===== src/ddo_pkg.sv =====
// shared types, constants and the cordic angle table for the odometry block
package ddo_pkg;

	localparam int unsigned AtanLen = 24;
	localparam logic [19:0] YawGainReset = 20'd31606;
	localparam logic signed [33:0] CordicGainQ30 = 34'sd652032874;
	localparam logic signed [33:0] HalfQ30 = 34'sd536870912;

	typedef logic [31:0] atan_t [AtanLen];

	localparam atan_t AtanTurn = '{
		32'd536870912, 32'd316933406, 32'd167458907, 32'd85004756,
		32'd42667331, 32'd21354465, 32'd10679838, 32'd5340245,
		32'd2670163, 32'd1335087, 32'd667544, 32'd333772,
		32'd166886, 32'd83443, 32'd41722, 32'd20861,
		32'd10430, 32'd5215, 32'd2608, 32'd1304,
		32'd652, 32'd326, 32'd163, 32'd81
	};

	typedef struct packed {
		logic        start;
		logic [15:0] angle;
	} cordic_req_t;

	typedef struct packed {
		logic               done;
		logic signed [33:0] cos_v;
		logic signed [33:0] sin_v;
	} cordic_rsp_t;

	function automatic logic [31:0] atan_of(input logic [4:0] i);
		logic [31:0] r;
		r = '0;
		for (int k = 0; k < AtanLen; k++) begin
			if (i == 5'(k)) begin
				r = AtanTurn[k];
			end
		end
		return r;
	endfunction

	function automatic logic signed [15:0] to_q15(input logic signed [33:0] v);
		logic signed [34:0] t;
		logic signed [19:0] r;
		t = 35'(v) + 35'sd16384;
		r = 20'(t >>> 15);
		if (r > 20'sd32767) begin
			return 16'sh7fff;
		end
		if (r < -20'sd32768) begin
			return 16'sh8000;
		end
		return r[15:0];
	endfunction

endpackage


===== src/ddo_cordic.sv =====
// iterative cordic: cosine and sine of a 16-bit binary angle in signed q4.30
module ddo_cordic #(
	parameter int unsigned Steps = 16
) (
	input  logic                 clk,
	input  logic                 arst_n,
	input  ddo_pkg::cordic_req_t req,
	output ddo_pkg::cordic_rsp_t rsp
);
	import ddo_pkg::*;

	localparam int unsigned NSteps = (Steps < AtanLen) ? Steps : AtanLen;

	logic signed [33:0] x_q, y_q;
	logic signed [33:0] z_q;
	logic               flip_q;
	logic               busy_q;
	logic               done_q;
	logic [4:0]         i_q;
	logic signed [15:0] a_fold;
	logic               a_flip;
	logic signed [33:0] xs, ys, at;

	always_comb begin
		a_fold = req.angle;
		a_flip = 1'b0;
		if ($signed(req.angle) > 16'sd16384) begin
			a_fold = req.angle - 16'h8000;
			a_flip = 1'b1;
		end else if ($signed(req.angle) < -16'sd16384) begin
			a_fold = req.angle + 16'h8000;
			a_flip = 1'b1;
		end
		xs = x_q >>> i_q;
		ys = y_q >>> i_q;
		at = $signed({2'b00, atan_of(i_q)});
	end

	always_ff @(posedge clk or negedge arst_n) begin
		if (!arst_n) begin
			busy_q <= 1'b0;
			done_q <= 1'b0;
			i_q    <= '0;
		end else begin
			done_q <= 1'b0;
			if (req.start) begin
				busy_q <= 1'b1;
				i_q    <= '0;
			end else if (busy_q) begin
				if (i_q == 5'(NSteps - 1)) begin
					busy_q <= 1'b0;
					done_q <= 1'b1;
				end
				i_q <= i_q + 5'd1;
			end
		end
	end

	always_ff @(posedge clk) begin
		if (req.start) begin
			x_q    <= CordicGainQ30;
			y_q    <= '0;
			z_q    <= {{2{a_fold[15]}}, a_fold, 16'd0};
			flip_q <= a_flip;
		end else if (busy_q) begin
			if (!z_q[33]) begin
				x_q <= x_q - ys;
				y_q <= y_q + xs;
				z_q <= z_q - at;
			end else begin
				x_q <= x_q + ys;
				y_q <= y_q - xs;
				z_q <= z_q + at;
			end
		end
	end

	assign rsp.done  = done_q;
	assign rsp.cos_v = flip_q ? -x_q : x_q;
	assign rsp.sin_v = flip_q ? -y_q : y_q;
endmodule


===== config.mk =====
export PLATFORM = sky130hd
export DESIGN_NAME = ddo_cordic
export DESIGN_NICKNAME = d
export VERILOG_FILES = /design/src/ddo_pkg.sv /design/src/ddo_cordic.sv
export SDC_FILE = /design/constraint.sdc
export NUM_CORES = 1
export LEC_CHECK = 0
export BUFFER_PORTS_ARGS = -buffer_cell sky130_fd_sc_hd__buf_2
export CAP_MARGIN = 15
export CORE_MARGIN = 4
export CORE_UTILIZATION = 45
export DETAILED_ROUTE_END_ITERATION = 10
export GPL_ROUTABILITY_DRIVEN = 0
export PLACE_DENSITY_LB_ADDON = 0.2
export REMOVE_ABC_BUFFERS = 1
export SLEW_MARGIN = 20
export SYNTH_ARGS = -nofsm -noshare
export SYNTH_HDL_FRONTEND = slang
export SYNTH_SLANG_ARGS = --single-unit
export TNS_END_PERCENT = 20

===== constraint.sdc =====
create_clock -name clk -period 14.2 [get_ports clk]
set_input_delay 2.84 -clock clk [delete_from_list [all_inputs] [get_ports clk]]
set_output_delay 2.84 -clock clk [all_outputs]
set_load 0.02 [all_outputs]

==> results.md <==
* Outcome: complete, no violations
* IO Pins at 88
* Clock Skew at 13.61 ps
* Critical path data required time at 14,360 ps
* Filler instances at 3,834
* # setup viols final at 0
* Overall Power at 5.456 mW
* R2R Path End: z_q[31]
* Initial antenna violation count at 0
* Most frequent CP cell: ha_1
* Crit path cell chain: clkinv_1 > ha_1 > clkinv_1 > nor2_1 > nor3_1 > a221oi_1 > o2bb2ai_1 > o21ai_0 > ha_1 > and4_1 > a21oi_1 > buf_4 > xnor2_1 > ha_1 > a21o_1 > a21o_1 > a21oi_1 > o21ai_0 > nor4_1 > nor3_1 > o211ai_1 > a311oi_1 > or3_1 > a31o_2
* Reg-to-reg slack, setup at 6030 ps
* Clock power share at 4.9%
* Final #Nets at 2,342
* Diodes inserted at 0
* Placed cell count at 2,711
* Yosys warns at 0
* Final non-filler cell total at 2,727
* Vias per std cell at 6.456
* CORE AREA at 37,670 sq um
* Area delta synth->final at 5.188%
* Port bufs at 87
* Largest stage delay on the critical path at 820 ps
* Maxcap violations at 0
* Slew @ Worst Pin at 1063 ps
* Detailed router's first-iteration violation count at 2,327
* Post-CTS Setup Bufs at 0
* Period minus WS final at 8169 ps
* Dpl hpwl at 44,460 microns
* Post-route ant nets at 0
* Sink Count at 110
* #FFs+latches synth at 110
* RR Startpoint: i_q[0]
* Min-Delay Path Class: register to register
* Crit share post-route at 57.53%
* Async SR Flop Fraction at 6.364%
* Setup CP Type: register to register
* Via Count at 17.61k
* Routed wire per std cell at 22.02 microns
* Post-synthesis sequential area ratio at 14.16%
* Die ar. at 41,290 sq um
* Largest net degree at the start of global routing at 65
* Final WS setup at 6031 ps
* CP Capture Point: z_q[31]
* Leak pwr at 7.645 nW
* Final hold vios at 0
* Longest Clk Path Bufs at 2
* EDFF count, synth at 19
* Cells on worst reg2reg path at 24
* Post-synth top flop: dfxtp_1
* Crit path DAT at 8330 ps
* Area post-placement at 17,750 sq um
* Hold buffers post-CTS at 0
* Crit path capture type: register
* Seq pwr share at 13.8%
* # resized after CTS at 0
* CTS root buffer: clkbuf_16
* Worst-path maximum fanout at 35
* Fraction of layout cells with a size suffix above 1 at 11.24%
* Num CTS Buffers at 9
* Grt ovf at 0
* RSZ-0062 raised after global routing: no
* Total GRT Usage at 28.11%
* # DRC at 0
* Fin area at 18,040 sq um
* Post-synth cell types at 86
* CTS H-tree depth at 3
* Post-Route WL at 60,050 microns
* Power per cell area at 302.5 nW/um^2
* Net Sw Frac at 53.49%
* Mapped cell area at 17,150 sq um
* Final Max Slew Viols at 0
* Synth Instances at 2,255
* Max Fclk at 122.4 MHz
* Psw at 2.918 mW
* First-pass GRT wire length at 93,850 microns
* CTS tree: built
* Int Pwr at 2.537 mW
* Number of global-route vias before repair at 17.10k
* Rel. slew slack at 28.96%
* Worst setup SP type: register
* Drt first pass iters at 9
* Die H at 203.2 microns
* Clock-pin slew on the worst setup and hold paths at 90 ps
* Dpl ws at 6211 ps
* Clk Latency, worst-skew pair at 400 ps
* Die span in x at 203.2 microns
* Peak supply drop at 0.0001565 V
* Total negative slack at 0 ps
* Initial Util at 45.53%
* Cell Rows at 71
* Crit path max-delay cell type: ha_1
* Synth Area per Inst at 7.604 sq um
* CP startpoint: i_q[0]
* Comb pwr share at 81.3%
routing by layer:
layer,track usage (%),up-vias,wire length (microns)
li1,-,8238,-
met1,34.66,8269,24420
met2,47.55,868,27540
met3,5.931,230,5126
met4,12.29,0,2958
met5,0,-,0
through the flow:
step | utilization [%] | hold WS (ps)
after floorplan | - | 431.5
after global placement | 47.13 | 448.9
after global routing | 47.89 | 493.8
final | 47.89 | 472.3
after CTS | 47.89 | 473.7
after detailed placement | 47.13 | 454.4
flip-flops by register name, indices dropped and copies added, names as in the netlist:
register  cells
busy_q        1
done_q        1
flip_q        1
i_q           5
x_q          34
y_q          34
z_q          34
cell usage in the layout, fill, tap and decap left out, types with 15 or more instances in the layout:
master    instances
o31ai_1          25
a22oi_1          19
mux2i_1          94
and3_1           21
mux4_2           52
nand4_1          17
nor2_1          196
a31oi_1          35
o211ai_1         22
or3_1            22
nand3_1          37
buf_2            87
and2_1           19
o22ai_1          22
nand2b_1         28
or4_1            15
o21ai_0         163
xor2_1           77
nor4_1           15
a21o_1           57
a211oi_1         37
inv_1            55
nand2_1         216
buf_4            27
mux2_2           29
xnor2_1         165
dfxtp_1          84
a21oi_1         176
nor3_1           33
edfxtp_1         19
nor2b_1          21
ha_1            109
worst min path at each step:
stage             from      end  depth (start not counted)
3_3_place_gp   z_q[15]  z_q[15]                          2
3_5_place_dp   z_q[15]  z_q[15]                          2
2_1_floorplan  z_q[13]  z_q[13]                          2
6_report       z_q[13]  z_q[13]                          2
4_1_cts        z_q[15]  z_q[15]                          2
5_1_grt        z_q[13]  z_q[13]                          2
power by group through the flow:
stage	combinational [mW]	clock (mW)	sequential (mW)
final	4.43	0.270	0.753
after global routing	4.91	0.284	0.775
after detailed placement	4.35	0	0.749
after floorplan	3.44	0	0.682
after CTS	4.38	0.275	0.747
after global placement	4.28	0	0.748
kinds of logic after synthesis:
family / after synthesis / share of synthesized area, %
and+or+nand+nor: 696 / 19.72
muxes: 175 / 14.22
xor gates and xnor gates: 242 / 12.36
adders and majority gates: 112 / 8.304
buffers and inverters: 228 / 5.421
AOI/OAI and AO/OA: 692 / 25.82
DFF: 110 / 14.16
synthesized netlist by cell type (34+ instances only):
cell      count  area (sq um)
nand2_1     216         810.8
nor2_1      196         735.7
a21oi_1     176         880.8
xnor2_1     165          1445
o21ai_0     163         815.8
clkbuf_1    117         439.2
ha_1        109          1364
mux2i_1      94         940.9
dfxtp_1      84          1682
xor2_1       77         674.4
a21o_1       57         427.9
inv_1        55         206.5
mux4_2       52          1171
a211oi_1     37         277.8
nand3_1      37         185.2
a31oi_1      35         219.0
nor3_1       34         170.2
worst max-delay path, delay by kind of cell (launching register included):
kind	cells	cell delay, ps
fa+ha+maj	3	1460
simple gates	6	2060
compound gates	11	2250
flops	1	700
buf+inv	3	1270
xor+xnor	1	200
cell type report:
class,count,area (sq um),share of cell area (%)
clock inverter,6,46.29,0.2567
tap,511,639.4,3.545
clock buffer,10,239.0,1.325
multi-input combinational,1917,13810,76.58
inverter,59,221.5,1.228
timing repair buffer,114,638.1,3.538
sequential,110,2440,13.53
No activity file was read; power rests on OpenSTA's default activity.
