===== config.mk =====
export PLATFORM = sky130hd
export DESIGN_NAME = ddo_serdiv
export DESIGN_NICKNAME = d
export VERILOG_FILES = /design/src/ddo_serdiv.sv
export SDC_FILE = /design/constraint.sdc
export NUM_CORES = 1
export LEC_CHECK = 0
export BUFFER_PORTS_ARGS = -buffer_cell sky130_fd_sc_hd__buf_2
export CAP_MARGIN = 10
export CORE_AREA = 2 2 181 94
export CTS_CLUSTER_DIAMETER = 50
export CTS_CLUSTER_SIZE = 20
export DETAILED_ROUTE_END_ITERATION = 10
export DIE_AREA = 0 0 183 96
export PLACE_DENSITY = 0.71
export SLEW_MARGIN = 20
export SYNTH_ARGS = -nofsm -noshare
export SYNTH_HDL_FRONTEND = slang
export SYNTH_SLANG_ARGS = --single-unit

===== constraint.sdc =====
create_clock -name clk -period 3.7 [get_ports clk]
set_input_delay 0.37 -clock clk [delete_from_list [all_inputs] [get_ports clk]]
set_output_delay 0.37 -clock clk [all_outputs]
set_load 0.01 [all_outputs]

===== src/ddo_serdiv.sv =====
// restoring bit-serial divider: signed 64-bit numerator by 16-bit count, saturated to 32 bits
module ddo_serdiv (
	input  logic               clk,
	input  logic               arst_n,
	input  logic               start,
	input  logic signed [63:0] num,
	input  logic [15:0]        den,
	output logic               done,
	output logic signed [31:0] quo
);
	logic [63:0] q_q;
	logic [16:0] r_q;
	logic [6:0]  n_q;
	logic        busy_q, done_q, neg_q, zero_q, nz_q;
	logic [15:0] d_q;
	logic [16:0] r_sh, r_sub;
	logic [63:0] mag;

	assign mag   = num[63] ? 64'(-num) : 64'(num);
	assign r_sh  = {r_q[15:0], q_q[63]};
	assign r_sub = r_sh - {1'b0, d_q};

	always_ff @(posedge clk or negedge arst_n) begin
		if (!arst_n) begin
			busy_q <= 1'b0;
			done_q <= 1'b0;
			n_q    <= '0;
		end else begin
			done_q <= 1'b0;
			if (start) begin
				busy_q <= 1'b1;
				n_q    <= '0;
			end else if (busy_q) begin
				n_q <= n_q + 7'd1;
				if (n_q == 7'd63) begin
					busy_q <= 1'b0;
					done_q <= 1'b1;
				end
			end
		end
	end

	always_ff @(posedge clk) begin
		if (start) begin
			q_q    <= mag;
			r_q    <= '0;
			d_q    <= den;
			neg_q  <= num[63];
			zero_q <= (den == '0);
			nz_q   <= (num != '0);
		end else if (busy_q) begin
			if (!r_sub[16]) begin
				r_q <= r_sub;
				q_q <= {q_q[62:0], 1'b1};
			end else begin
				r_q <= r_sh;
				q_q <= {q_q[62:0], 1'b0};
			end
		end
	end

	always_comb begin
		if (zero_q) begin
			quo = !nz_q ? 32'sd0 : (neg_q ? 32'sh80000000 : 32'sh7fffffff);
		end else if (neg_q) begin
			quo = (q_q > 64'h80000000) ? 32'sh80000000 : 32'(-q_q);
		end else begin
			quo = (q_q > 64'h7fffffff) ? 32'sh7fffffff : q_q[31:0];
		end
	end
	assign done = done_q;
endmodule


==> impl.org <==
** Synth
- The number of nets handed over by synthesis was 1003.
- The most used flip-flop cell after synthesis is sky130_fd_sc_hd__edfxtp_1.
- After technology mapping, the gate count stands at 900.
- Ranked by total cell area, the synthesized netlist is headed by sky130_fd_sc_hd__edfxtp_1 32%, sky130_fd_sc_hd__xor2_1 7.1%, sky130_fd_sc_hd__a21oi_1 6.2%, sky130_fd_sc_hd__nor2_1 5.4%, sky130_fd_sc_hd__dfxtp_1 4.1%.
- Summing every instance area after synthesis gives 0.00785 mm^2.
- Share of the synthesized area in the top cell type :: 0.318
- Number of distinct library cell variants in the gate-level netlist after synthesis :: 68
- Post-synth EDFFs :: 83
- Yosys instantiated no cell more often than sky130_fd_sc_hd__nor2_1.
- The largest total area in the synthesized netlist belongs to sky130_fd_sc_hd__edfxtp_1.
- Share of synthesized registers carrying an async set or reset :: 0.0833
- Yosys printed 0 warnings.
- Sequential area share after synthesis :: 0.387
- Synthesis inferred 108 register bits.
- Counting instances in the post-synthesis netlist gives the leading cell types as 112 x sky130_fd_sc_hd__nor2_1, 97 x sky130_fd_sc_hd__a21oi_1, 83 x sky130_fd_sc_hd__edfxtp_1.
- Synthesized area divided by synthesized cell count :: 8.72 um^2

** Clock network
- TritonCTS clock tree :: yes
- The tree built by TritonCTS fans out to 108 sinks.
- In this run, CTS created clock tree buffers numbering 9.
- Clock root cell :: sky130_fd_sc_hd__clkbuf_16
- Clock latency on the worst-skew pair :: 0.36 ns
- H-tree level count :: 3
- Buffer depth of the longest clock path :: 2
- Clock slew at reported path FFs :: 0.09 ns

** Power and ir drop
- Of the total power, the share spent switching nets is 0.302.
- Clock share of power :: 0.319
- Cell internal power was estimated by the tool at 2.22 mW.
- Of the total power, combinational logic draws 0.192.
- Of the total power, registers draw 0.489.
- Peak supply drop :: 248 uV
- Net switching power figure :: 0.962 mW
- Overall Power :: 3.19 mW
- The analysis attributes to cell leakage a power of 3.52 nW.
- In this run the power density over the cells is 352 mW/mm^2.

** Die
- Standard-cell row count :: 33
- Die outline area :: 0.0176 mm^2
- Die span in y :: 96 um
- In this run the count of I/O pins placed on the die edge is 116.
- The initial utilization of the core area, before any placement, comes to 0.490.
- The region available for standard cell placement spans 0.0160 mm^2.
- The die is 183 um wide.

** Critical path
- STA classifies the critical path startpoint as a register.
- In this run the worst path has a maximum fanout of 10.
- Slowest cell on the critical path :: sky130_fd_sc_hd__or4_1
- The worst register-to-register path begins at q_q[63]$_DFFE_PP_.
- Worst EP arrival :: 3.21 ns
- Data on the critical path is required at its endpoint by 3.33 ns.
- Buffers plus inverters on the worst setup path :: 1
- On the worst path, the slowest cell contributes a delay of 0.61 ns.
- CP Launch Point :: q_q[23]$_DFFE_PP_
- Kind of end point of the critical path :: output pin
- Family of cells with the greatest summed delay on the critical path :: simple AND/OR/NAND/NOR gates
- Worst Setup Path Type :: register to output pin
- The signal on the critical path passes through or4_1 -> nor3_1 -> nand4_1 -> a211o_4 -> or3_4 -> o21ai_0 -> a211o_1 -> buf_2.

** Hold path
- Type of the worst min-delay path :: input pin to register
- Start point of the worst hold path :: den[10]

** Layout
- The finished layout holds 1219 standard cells, fillers aside.
- Layout net count :: 1106
- Relative to the synthesized area, the layout overhead comes to 15.3%.
- Share of cells above drive strength 1 :: 0.200
- Fill cells in the final layout number 1461.

** Global routing
- The number of global-route vias before repair came to 6407.
- Initial antenna violation count :: 1
- The first global-routing pass estimated 36000 um of wire.
- In the global route stage, overall resource usage came out at 0.268.
- Total congestion overflow :: 0
- Entering global routing, the biggest net connects 164 pins.

** Place
- OpenSTA, run right after detailed placement, puts the worst setup slack at 0.394 ns.
- Routability-driven placement congestion ratio :: 0.995
- Half-perimeter wire length of the detailed placement result :: 17300 um
- Number of placed instances with taps included :: 1197
- Input and output buffers added on the ports amount to 115.

** Timing
- Final setup violating endpoints :: 0
- Worst-Margin Slew :: 0.868 ns
- The smallest clock period supported by the final layout is computed as 3.58 ns.
- Headroom to the max-slew limit came out at 0.421.
- In the finished design, the share of the clock period the worst path needs comes to 0.968.
- Worst Setup Slack, final :: 0.118 ns
- Max Fclk :: 279 MHz
- Clock skew on the completed layout was measured at 0.0155 ns.
- Final-report hold violation count :: 0
- The number of max-slew violations in the final report was 0.

** Outcome
- Result of the run :: finished clean

** Run
- Count of maximum capacitance violations :: 0

** Detailed routing
- Wires add up to 23400 um.
- Via Count :: 7513
- For this run, design rule violations remaining after detail routing come to 0.
- For this block, the initial DRC count from the detailed router was 861.
- The count of nets left with antenna violations once routing finished came out at 0.
- After detailed routing, the number of vias per cell comes to 6.16.
- Average detailed-routed wire length per instance :: 19.2 um
- The first TritonRoute pass finished after 6 iterations.
-- cells by family after synthesis --
family,synth area share
buffers and inverters,0.0408
muxes,0.0202
DFF,0.387
xor gates and xnor gates,0.0826
and+or+nand+nor,0.224
AOI/OAI and AO/OA,0.213
adders and majority gates,0.0328
-- layout by cell type (no fill, tap or decap), types with 6 or more instances in the layout --
cell	instances
sky130_fd_sc_hd__clkbuf_16	9
sky130_fd_sc_hd__nand4_1	9
sky130_fd_sc_hd__buf_4	22
sky130_fd_sc_hd__nor2b_1	6
sky130_fd_sc_hd__a21oi_1	97
sky130_fd_sc_hd__o21ai_0	56
sky130_fd_sc_hd__o22ai_1	9
sky130_fd_sc_hd__a211o_1	7
sky130_fd_sc_hd__ha_1	19
sky130_fd_sc_hd__nor3_1	21
sky130_fd_sc_hd__nand2b_1	9
sky130_fd_sc_hd__o31ai_1	26
sky130_fd_sc_hd__o41ai_1	7
sky130_fd_sc_hd__dfxtp_1	16
sky130_fd_sc_hd__xnor2_1	10
sky130_fd_sc_hd__a31oi_1	9
sky130_fd_sc_hd__nand2_1	60
sky130_fd_sc_hd__a21o_1	6
sky130_fd_sc_hd__xor2_1	64
sky130_fd_sc_hd__nand3_1	22
sky130_fd_sc_hd__nor4_1	23
sky130_fd_sc_hd__nor2_1	112
sky130_fd_sc_hd__a211oi_1	9
sky130_fd_sc_hd__or3_1	20
sky130_fd_sc_hd__or2_2	9
sky130_fd_sc_hd__inv_1	32
sky130_fd_sc_hd__edfxtp_1	83
sky130_fd_sc_hd__mux2_2	7
sky130_fd_sc_hd__mux2i_1	8
sky130_fd_sc_hd__buf_2	114
sky130_fd_sc_hd__dfrtp_1	9
-- metrics by stage --
stage	TNS (ns)	util	cell area, um^2	hold WS (ns)
after detailed placement	0	0.540	8660	0.234
after global routing	-0.00868	0.565	9050	0.187
after floorplan	0	-	7850	0.0744
final	0	0.565	9050	0.205
after CTS	0	0.560	8980	0.195
after global placement	0	0.540	8660	0.234
-- final cells by class --
| class | count | area [um^2] | area share |
|---|---|---|---|
| antenna | 1 | 2.50 | 0.000277 |
| clock buffer | 9 | 225 | 0.0249 |
| clock inverter | 7 | 83.8 | 0.00927 |
| inverter | 34 | 129 | 0.0142 |
| multi-input combinational | 712 | 4540 | 0.502 |
| sequential | 108 | 3040 | 0.336 |
| tap | 210 | 263 | 0.0290 |
| timing repair buffer | 138 | 766 | 0.0846 |
-- worst paths after layout --
kind | to | slack, ns | cells after the start
max | quo[29] | 0.12 | 8
max reg2reg | r_q[2]$_SDFFE_PP0P_ | 0.29 | 10
min | d_q[10]$_DFFE_PP_ | 0.20 | 1
max in group asynchronous | n_q[0]$_DFFE_PN0P_ | 3.12 | 2
min in group asynchronous | n_q[5]$_DFFE_PN0P_ | 0.40 | 2
min reg2reg | r_q[9]$_SDFFE_PP0P_ | 0.53 | 2
-- sequential cells by signal, indices dropped and copies added, names as in the netlist --
register and cells:
nz_q 1, neg_q 1, d_q 16, r_q 16, n_q 7, busy_q 1
q_q 64, done 1, zero_q 1
-- power groups by stage --
stage          registers (mW)  logic, mW  clock network (mW)
2_1_floorplan            1.53      0.379                   0
3_3_place_gp             1.57      0.586                   0
3_5_place_dp             1.58      0.592                   0
4_1_cts                  1.55      0.597                1.03
5_1_grt                  1.57      0.681                1.08
6_report                 1.56      0.612                1.02
-- worst register-to-register path: stages, from the launching register on --
cell	delay (ns)
sky130_fd_sc_hd__edfxtp_1	0.36
sky130_fd_sc_hd__inv_1	0.06
sky130_fd_sc_hd__ha_1	0.23
sky130_fd_sc_hd__fa_1	0.39
sky130_fd_sc_hd__nor2b_1	0.24
sky130_fd_sc_hd__o2111ai_1	0.20
sky130_fd_sc_hd__and4_1	0.27
sky130_fd_sc_hd__or2_2	0.36
sky130_fd_sc_hd__a211o_1	0.57
sky130_fd_sc_hd__nor4_1	0.51
sky130_fd_sc_hd__a311o_1	0.18
-- metal layers --
layer,vias up,global-route usage,share of wire
met5,-,0,0
met4,0,0.0380,0.0065
met3,14,0.0776,0.12
met2,402,0.321,0.36
met1,3514,0.451,0.52
li1,3583,-,-
-- repair_timing --
item                                    CTS  global route
endpoints found under the hold margin     9             0
setup buffers                             0             3
hold buffers                              1             0
resized for setup                         0            10
endpoints found under the setup margin    0            28
No activity file was read; power rests on OpenSTA's default activity.
